$ cat config.mk
export PLATFORM = sky130hd
export DESIGN_NAME = cab_poll_scheduler_unit
export DESIGN_NICKNAME = d
export VERILOG_FILES = /design/src/rtl/cps_pkg.sv /design/src/rtl/cab_poll_scheduler_unit.sv
export SDC_FILE = /design/constraint.sdc
export NUM_CORES = 2
export LEC_CHECK = 0
export ABC_AREA = 1
export BUFFER_PORTS_ARGS = -buffer_cell sky130_fd_sc_hd__clkbuf_2
export CORE_AREA = 4 4 483 485
export DETAILED_ROUTE_END_ITERATION = 12
export DIE_AREA = 0 0 487 489
export MAX_ROUTING_LAYER = met4
export PLACE_DENSITY = 0.61
export SLEW_MARGIN = 20
export SYNTH_ARGS = -nofsm -noshare
export SYNTH_HDL_FRONTEND = slang
export SYNTH_SLANG_ARGS = --single-unit
$ cat constraint.sdc
create_clock -name clock -period 12.6 [get_ports clock]
set_input_delay 1.26 -clock clock [delete_from_list [all_inputs] [get_ports clock]]
set_output_delay 1.26 -clock clock [all_outputs]
set_load 0.05 [all_outputs]
$ cat src/rtl/cps_pkg.sv
package cps_pkg;

   localparam int NUM_CABS       = 64;
   localparam int ROUND_WIDTH    = 32;
   localparam int CAB_IDX_WIDTH  = $clog2(NUM_CABS);
   localparam int WALK_WIDTH     = $clog2(NUM_CABS + 1);

   localparam logic [ROUND_WIDTH-1:0] ROUND_RESET   = ROUND_WIDTH'(30);
   localparam logic [7:0]             LIMIT_RESET   = 8'd30;
   localparam logic [7:0]             POLL_MARK     = 8'h80;
   localparam logic [WALK_WIDTH-1:0]  WALK_ONE      = WALK_WIDTH'(1);
   localparam logic [WALK_WIDTH-1:0]  WALK_TWO      = WALK_WIDTH'(2);
   localparam logic [WALK_WIDTH-1:0]  FIRST_CAB     = WALK_WIDTH'(3);
   localparam logic [WALK_WIDTH-1:0]  WALK_END      = WALK_WIDTH'(NUM_CABS);

   localparam logic OP_POLL   = 1'b0;
   localparam logic OP_RESULT = 1'b1;

   typedef struct packed {
      logic op;
      logic responded;
   } req_type;

   typedef struct packed {
      logic [5:0] cab_address;
      logic [7:0] poll_byte;
      logic       refresh_screens;
      logic       answered;
   } rsp_type;

   typedef enum logic [1:0] {
      ST_IDLE,
      ST_WALK,
      ST_RESULT,
      ST_EMIT
   } state_type;

   // next candidate on the walk; addresses 1 and 2 are never polled
   function automatic logic [WALK_WIDTH-1:0] next_cab(input logic [WALK_WIDTH-1:0] addr);
      logic [WALK_WIDTH-1:0] nxt;
      nxt = addr + WALK_ONE;
      if (nxt == WALK_ONE || nxt == WALK_TWO) begin
         nxt = FIRST_CAB;
      end
      return nxt;
   endfunction

endpackage

$ cat src/rtl/cab_poll_scheduler_unit.sv
// Poll scheduler for a cab bus master. A poll word (op 0) walks the cab
// addresses upward from the last one polled, one table entry per cycle
// through the last-answer memory's single read port, and returns the chosen
// address with its poll byte. A result word (op 1) reads the current cab's
// entry, reports refresh_screens and, if the cab responded, records the
// answer round. The table needs no clearing pass after reset: per-entry
// valid flags make unwritten entries read as round zero. A new request
// word is taken while the previous result still waits on a stalled
// response channel; absence_limit may only be written while no request
// is in progress.
module cab_poll_scheduler_unit
   import cps_pkg::*;
(
   input  logic       clock,
   input  logic       reset,
   input  logic       req_valid,
   output logic       req_stall,
   input  req_type    req_word,
   output logic       rsp_valid,
   input  logic       rsp_stall,
   output rsp_type    rsp_word,
   input  logic       csr_write_enable,
   input  logic [7:0] csr_write_data
);

   state_type                state_ff, state_in;
   logic [7:0]               absence_limit_ff;
   logic [CAB_IDX_WIDTH-1:0] poll_address_ff, poll_address_in;
   logic [ROUND_WIDTH-1:0]   poll_round_ff, poll_round_in;
   logic [WALK_WIDTH-1:0]    cand_ff, cand_in;
   logic                     chk_valid_ff, chk_valid_in;
   logic [CAB_IDX_WIDTH-1:0] chk_addr_ff, chk_addr_in;
   logic                     responded_ff, responded_in;
   rsp_type                  res_ff, res_in;
   logic                     rsp_valid_ff, rsp_valid_in;
   rsp_type                  rsp_word_ff, rsp_word_in;
   logic [NUM_CABS-1:0]      entry_valid_ff, entry_valid_in;

   logic [ROUND_WIDTH-1:0]   last_answer_mem [NUM_CABS];
   logic [ROUND_WIDTH-1:0]   mem_rdata_ff;
   logic                     rd_entry_valid_ff;
   logic [CAB_IDX_WIDTH-1:0] mem_raddr;
   logic                     mem_we;

   logic [ROUND_WIDTH-1:0]   rd_round;
   logic [ROUND_WIDTH-1:0]   diff;
   logic [ROUND_WIDTH-1:0]   limit_ext;
   logic                     chosen;
   logic                     out_free;
   logic [7:0]               chk_addr8;
   logic [7:0]               poll_addr8;

   assign req_stall = (state_ff != ST_IDLE);
   assign rsp_valid = rsp_valid_ff;
   assign rsp_word  = rsp_word_ff;

   always_ff @(posedge clock) begin
      if (mem_we) begin
         last_answer_mem[poll_address_ff] <= poll_round_ff;
      end
      mem_rdata_ff      <= last_answer_mem[mem_raddr];
      rd_entry_valid_ff <= entry_valid_ff[mem_raddr];
   end

   assign rd_round  = rd_entry_valid_ff ? mem_rdata_ff : '0;
   assign diff      = poll_round_ff - rd_round;
   assign limit_ext = ROUND_WIDTH'(absence_limit_ff);
   // silent cabs get a look only every fourth round, staggered by address
   assign chosen    = (diff < limit_ext) ||
                      ((diff > limit_ext) && ((poll_round_ff[1:0] + chk_addr_ff[1:0]) == 2'b00));
   assign out_free  = !rsp_valid_ff || !rsp_stall;
   assign chk_addr8  = 8'(chk_addr_ff);
   assign poll_addr8 = 8'(poll_address_ff);

   always_comb begin
      state_in        = state_ff;
      poll_address_in = poll_address_ff;
      poll_round_in   = poll_round_ff;
      cand_in         = cand_ff;
      chk_valid_in    = 1'b0;
      chk_addr_in     = chk_addr_ff;
      responded_in    = responded_ff;
      res_in          = res_ff;
      entry_valid_in  = entry_valid_ff;
      mem_raddr       = poll_address_ff;
      mem_we          = 1'b0;
      rsp_valid_in    = rsp_valid_ff && rsp_stall;
      rsp_word_in     = rsp_word_ff;

      case (state_ff)
         ST_IDLE: begin
            if (req_valid) begin
               if (req_word.op == OP_POLL) begin
                  cand_in  = next_cab(WALK_WIDTH'(poll_address_ff));
                  state_in = ST_WALK;
               end else begin
                  responded_in = req_word.responded;
                  state_in     = ST_RESULT;
               end
            end
         end
         ST_WALK: begin
            // read the next candidate while the previous one is checked
            mem_raddr = (cand_ff < WALK_END) ? cand_ff[CAB_IDX_WIDTH-1:0] : '0;
            if (chk_valid_ff && chosen) begin
               poll_address_in     = chk_addr_ff;
               res_in.cab_address  = chk_addr8[5:0];
               res_in.poll_byte    = POLL_MARK | chk_addr8;
               res_in.refresh_screens = 1'b0;
               res_in.answered     = 1'b0;
               state_in            = ST_EMIT;
            end else if (cand_ff >= WALK_END) begin
               // wrap: address 0 is always polled and a new round begins
               poll_address_in     = '0;
               poll_round_in       = poll_round_ff + ROUND_WIDTH'(1);
               res_in.cab_address  = '0;
               res_in.poll_byte    = POLL_MARK;
               res_in.refresh_screens = 1'b0;
               res_in.answered     = 1'b0;
               state_in            = ST_EMIT;
            end else begin
               chk_valid_in = 1'b1;
               chk_addr_in  = cand_ff[CAB_IDX_WIDTH-1:0];
               cand_in      = next_cab(cand_ff);
            end
         end
         ST_RESULT: begin
            res_in.cab_address     = poll_addr8[5:0];
            res_in.poll_byte       = '0;
            res_in.refresh_screens = (diff > ROUND_WIDTH'(1));
            res_in.answered        = responded_ff;
            if (responded_ff) begin
               mem_we                          = 1'b1;
               entry_valid_in[poll_address_ff] = 1'b1;
            end
            state_in = ST_EMIT;
         end
         ST_EMIT: begin
            if (out_free) begin
               rsp_valid_in = 1'b1;
               rsp_word_in  = res_ff;
               state_in     = ST_IDLE;
            end
         end
         default: begin
            state_in = ST_IDLE;
         end
      endcase
   end

   always_ff @(posedge clock) begin
      if (reset) begin
         state_ff         <= ST_IDLE;
         absence_limit_ff <= LIMIT_RESET;
         poll_address_ff  <= '0;
         poll_round_ff    <= ROUND_RESET;
         chk_valid_ff     <= 1'b0;
         rsp_valid_ff     <= 1'b0;
         entry_valid_ff   <= '0;
      end else begin
         state_ff         <= state_in;
         poll_address_ff  <= poll_address_in;
         poll_round_ff    <= poll_round_in;
         chk_valid_ff     <= chk_valid_in;
         rsp_valid_ff     <= rsp_valid_in;
         entry_valid_ff   <= entry_valid_in;
         if (csr_write_enable) begin
            absence_limit_ff <= csr_write_data;
         end
      end
   end

   always_ff @(posedge clock) begin
      cand_ff      <= cand_in;
      chk_addr_ff  <= chk_addr_in;
      responded_ff <= responded_in;
      res_ff       <= res_in;
      rsp_word_ff  <= rsp_word_in;
   end

endmodule

## Word level (Yosys, flattened, before mapping)

Memory sizes are Yosys's and may differ from the RTL's. A register that Yosys moved wholly into a read port is not among the register bits.
Cells that the tools add are included.

- Output and inout bits: 18
- Register bits: 161
- Input bits: 15
- RAM bits: 2048
- Memories: 1
- Logic and storage cells: 108

- Reduce and logical (&&, ||, !) cells: 26
- Bitwise gates (word level): 4
- Eq/ne operators: 13
- Add/subtract/negate cells: 5
- $lt $le $gt $ge: 8
- Muxes and demuxes: 32

Memories:

| name | depth | width | rd ports | clocked after Yosys merged registers in | wr ports | RTL line | RTL |
|---|---|---|---|---|---|---|---|
| last_answer_mem | 64 | 32 | 1 | 1 | 1 | cab_poll_scheduler_unit.sv:39 | `logic [ROUND_WIDTH-1:0] last_answer_mem [NUM_CABS];` |

Operator list:

| kind | count |
|---|---|
| 64-bit bitwise OR | 1 |
| 7-bit 2-to-1 mux | 6 |
| 32-bit by 1-bit adder with 32-bit output (second input constant) | 1 |
| 32-bit by 1-bit > comparator with 1-bit output (second input constant) | 1 |
| 32-bit by 8-bit > comparator with 1-bit output | 1 |
| 32-bit by 8-bit < comparator with 1-bit output | 1 |
| 16-bit 2-to-1 mux | 2 |
| 32-bit 2-to-1 mux | 1 |
| 16-bit case mux with 2 select lines | 1 |
| 32-bit subtractor | 1 |
| 6-bit 2-to-1 mux | 4 |
| 7-bit by 1-bit == test with 1-bit output (second input constant) | 2 |
| 7-bit by 2-bit == test with 1-bit output (second input constant) | 2 |
| 6-bit by 7-bit < comparator with 1-bit output (second input constant) | 2 |
| 7-bit case mux with 2 select lines | 1 |
| 3-bit AND reduction | 4 |
| 2-bit 2-to-1 mux | 5 |
| 2-bit != test (second input constant) | 5 |
| 1-bit 2-to-1 mux | 9 |
| 2-bit case mux with 4 select lines | 1 |
| 2-bit AND reduction | 4 |
| 2-bit nonzero test | 4 |
| 6-bit by 1-bit adder with 7-bit output (second input constant) | 1 |
| 7-bit by 1-bit adder with 7-bit output (second input constant) | 1 |
| 16 further kinds | 27 |

## Longest topological paths before layout

- Word-level depth: 8
- Mapped depth: 26
- Depth with buffers taken out: 26

## Least setup slack after synthesis

OpenSTA, ideal clock, no wires.

- Path type: reg2reg
- Start: register poll_round_ff[0]
- End: register res_ff[0] (netlist bit) (enable)
- Buffers on the path: 0
- Path slack: 7.888 ns
- Period minus slack after synthesis: 4.712 ns
- Required time: 12.208 ns
- Arrival time: 4.320 ns
- Cell stages (with the launch flop): 20
- Library setup time: 0.392 ns
- Cells stage by stage: dfxtp_1 -> inv_1 -> ha_1 -> inv_1 -> fa_1 -> nand2_1 -> nand3_1 -> xor2_1 -> ha_1 -> nand2_1 -> inv_1 -> nand3_1 -> a21oi_1 -> a21oi_1 -> nand4_2 -> nand2_4 -> nand2_8 -> nand2_2 -> inv_1 -> a21oi_1

- Longest elaborated chain between the ends: 7
- Elaborated cells between the ends (all ways): 10
- Classes of those cells: 2 x add/sub; 2 x order compare; 1 x eq/ne; 5 x reduce/logical

Ends and longest elaborated chain:

| element | RTL line | RTL |
|---|---|---|
| start, declared | cab_poll_scheduler_unit.sv:29 | `logic [ROUND_WIDTH-1:0] poll_round_ff, poll_round_in;` |
| start signal, assigned | cab_poll_scheduler_unit.sv:163 | `poll_round_ff <= poll_round_in;` |
| 32-bit subtractor / 2-bit adder (equally long branches) | cab_poll_scheduler_unit.sv:66, cab_poll_scheduler_unit.sv:70 |  |
| 32-bit by 8-bit > comparator with 1-bit output / 2-bit logical NOT (equally long branches) | cab_poll_scheduler_unit.sv:70 | `((diff > limit_ext) && ((poll_round_ff[1:0] + chk_addr_ff[1:0]) == 2'b00));` |
| 1-bit logical AND | cab_poll_scheduler_unit.sv:70 |  |
| 1-bit logical OR (*) | cab_poll_scheduler_unit.sv:69 | `assign chosen = (diff < limit_ext) \|\|` |
| 1-bit logical AND (*) | cab_poll_scheduler_unit.sv:105 | `if (chk_valid_ff && chosen) begin` |
| 3-bit != test (no source line) (*) | - |  |
| 2-bit AND reduction (no source line) (*) | - |  |
| end signal, assigned | cab_poll_scheduler_unit.sv:177 | `res_ff <= res_in;` |
| end, declared | cab_poll_scheduler_unit.sv:34 | `rsp_type res_ff, res_in;` |

Every way passes the cells marked *; elsewhere a longest branch is shown, timed or not.
A chain may end at the register's enable or synchronous reset.

## Worst setup path in the final report

- Start: register state_ff[1]
- End: register mem_rdata_ff[14] (read register of last_answer_mem)

- Longest elaborated chain between the ends: 2

Ends and longest elaborated chain:

| element | RTL line | RTL |
|---|---|---|
| start, declared | cab_poll_scheduler_unit.sv:26 | `state_type state_ff, state_in;` |
| start signal, assigned | cab_poll_scheduler_unit.sv:161 | `state_ff <= state_in;` |
| 2-bit by 1-bit == test with 1-bit output | cab_poll_scheduler_unit.sv:90 | `case (state_ff)` |
| 6-bit 2-to-1 mux | cab_poll_scheduler_unit.sv:90 |  |
| end, declared | cab_poll_scheduler_unit.sv:40 | `logic [ROUND_WIDTH-1:0] mem_rdata_ff;` |

No other way between the ends.

==> flow_summary.json <==
{
  "outcome": "finished, final reports clean",
  "end_kind": "flop",
  "cts_resized": 0,
  "start_util_pct": 39.8,
  "gr-total-overflow": 0,
  "path_buf_inv": 6,
  "synth-seq-cells": 2239,
  "ys_async_sr_fraction_pct": 0,
  "synth.top_cells.by_area": "edfxtp_1, nor2_1, o32ai_1, o21ai_0, dfxtp_1",
  "first_global_vias": 57800,
  "drc": 0,
  "p_clk_share_pct": 33.2,
  "fp.dieW_um": 487,
  "drive_gt1_share_pct": 8.75,
  "grt_max_degree": 188,
  "yosys.area.top_type": "edfxtp_1",
  "ios": 33,
  "synth_cell_types": 54,
  "slew_violations": 0,
  "yosys_most_used_dff": "edfxtp_1",
  "ant_nets": 0,
  "clk_pin_slew_ns": 0.06,
  "cts_buffer_depth": 3,
  "power.internal_mw": 13.2,
  "gp_congestion": 0.914,
  "hold_viol_final": 0,
  "syn_inst": 7418,
  "yosysMostFrequentCell": "edfxtp_1",
  "fillers": 20500,
  "yosys-top-cells-count": "edfxtp_1, nor2_1, o21ai_0, o32ai_1, nand2_1",
  "period_minus_slack_ns": 6.06,
  "cp_max_fo": 162,
  "dieArea_um2": 238000,
  "via_per_inst": 5.81,
  "netSwitchingPower_mw": 6.29,
  "crit_chain": "inv_1 > ha_2 > inv_2 > nor2_2 > inv_2 > o22ai_4 > buf_12 > buf_12 > buf_4 > o21ai_0 > o32ai_1 > o21ai_0 > o221ai_1 > nand3_1 > nand2_1",
  "max_freq_mhz": 165,
  "grt_pass1_wl_um": 388000,
  "yosysWarnings": 0,
  "fin_crit_sh_pct": 48.1,
  "leakagePower_nw": 33.5,
  "crit_family": "buffers and inverters",
  "setup_violations": 0,
  "cts_setup_buffers": 0,
  "fin_worst_skew_ns": 0.0239,
  "slew_headroom_pct": 24.3,
  "cp.arrival_ns": 6.80,
  "synth_edf_count": 2092,
  "wl_um": 267000,
  "power_density_nw_per_um2": 191,
  "place_area_um2": 95000,
  "worst_pin_slew_ns": 1.13,
  "cts_tree": "done",
  "seq_area_frac_synth_pct": 72.0,
  "sequentialPowerShare_pct": 43.0,
  "drt_pass1_iterations": 9,
  "cts.hold.buffers_added": 0,
  "vias": 61200,
  "fin_nets": 7391,
  "wl_per_cell_um": 25.3,
  "multi_input_area_um2": 23100,
  "switching_share_pct": 32.3,
  "hpwl_um": 134000,
  "portBuffers": 31,
  "synth_nets": 7486,
  "synth.avg_cell_area_um2": 12.3,
  "syn_area_um2": 91300,
  "htree_levels": 4,
  "rrSetupSlack_ns": 6.54,
  "rsz0062_at_grt": "false",
  "cap_violations": 0,
  "syn_to_final_growth_pct": 11.8,
  "clock_latency_ns": 0.85,
  "start_kind": "flop",
  "p_total_mw": 19.5,
  "fin_tns_setup_ns": 0,
  "cp.required_ns": 13.34,
  "antenna_found_initial": 12,
  "combPwrFrac_pct": 23.8,
  "critical-path-max-stage-delay_ns": 0.88,
  "hold_class": "reg -> reg",
  "seqCellArea_um2": 65800,
  "clock_sinks": 2239,
  "stdcell_area_um2": 102000,
  "vdd_ir_drop_max_uv": 127,
  "drt_iter0_markers": 7832,
  "cts_inserted_buffers": 214,
  "fp.dieH_um": 489,
  "fp-row-count": 176,
  "core_area_um2": 229000,
  "cts-root-buf": "clkbuf_16",
  "path_class": "reg -> reg",
  "grtUsageTotal_pct": 22.5,
  "slowest_stage": "buf_4",
  "synth_top_cell_area_share_pct": 68.8
}
placed cells by master, fill, tap and decap left out, drive strengths merged, types with 31 or more instances in the layout:
cell       n
edfxtp  2092
nor2    2069
o21ai    807
o32ai    501
nand2    450
clkbuf   317
inv      242
nand3    163
buf      149
dfxtp    147
o221ai   134
clkinv    85
a21oi     68
ha        52
xor2      34
nor3      31
state kept, by name, indices dropped and copies added (netlist names), 2 cells and up:
name	count
rsp_word	15
absence_limit_ff	8
entry_valid_ff	64
res_ff	15
mem_rdata_ff	32
last_answer_mem	2048
poll_address_ff	6
poll_round_ff	32
cand_ff	7
state_ff	2
chk_addr_ff	6
cell type report:
type,instances,share of cell area (%)
Timing Repair Buffer,179,1.38
Multi-Input combinational cell,4450,22.6
Antenna cell,4,0.00981
Clock inverter,114,1.13
Inverter,239,0.903
Sequential cell,2239,64.5
Tap cell,3026,3.71
Clock buffer,287,5.78
power by group through the flow:
stage	Sequential, mW	Clock [mW]	Combinational [mW]
finish	8.37	6.47	4.64
global route	8.38	6.88	5.04
CTS	8.37	6.55	4.59
detailed placement	8.53	0	4.58
global placement	8.53	0	4.53
floorplan	8.51	0	3.00
cell families after synthesis:
family,synth area share (%)
DFF,72.0
and+or+nand+nor,11.9
buffers and inverters,3.32
AOI/OAI and AO/OA,11.6
xor gates and xnor gates,0.432
other,0.00411
adders and majority gates,0.735
worst paths after layout:
check	end	startpoint	cells past startpoint
setup / recovery	mem_rdata_ff[14]	state_ff[1]	15
hold / removal	rsp_word[11]	res_ff[11]	0
setup reg to reg	mem_rdata_ff[14]	state_ff[1]	15
hold reg to reg	rsp_word[11]	res_ff[11]	0
metrics by stage:
stage	setup slack (ns)	hold slack (ns)	util [%]	cells
after floorplan	7.89	0.400	-	7418
after global placement	6.33	0.406	41.4	10100
after detailed placement	6.25	0.406	41.4	10100
after CTS	6.20	0.420	44.5	10500
after global routing	6.18	0.423	44.5	10500
final	6.54	0.418	44.5	10500
metal layers:
layer	vias up	GRT usage, %	share of wire (%)
li1	27000	-	-
met5	-	-	0
met3	517	3.57	8.5
met2	2741	34.8	46
met1	30900	30.3	41
met4	0	7.99	3.8
Power figures use the tool's default switching activity.
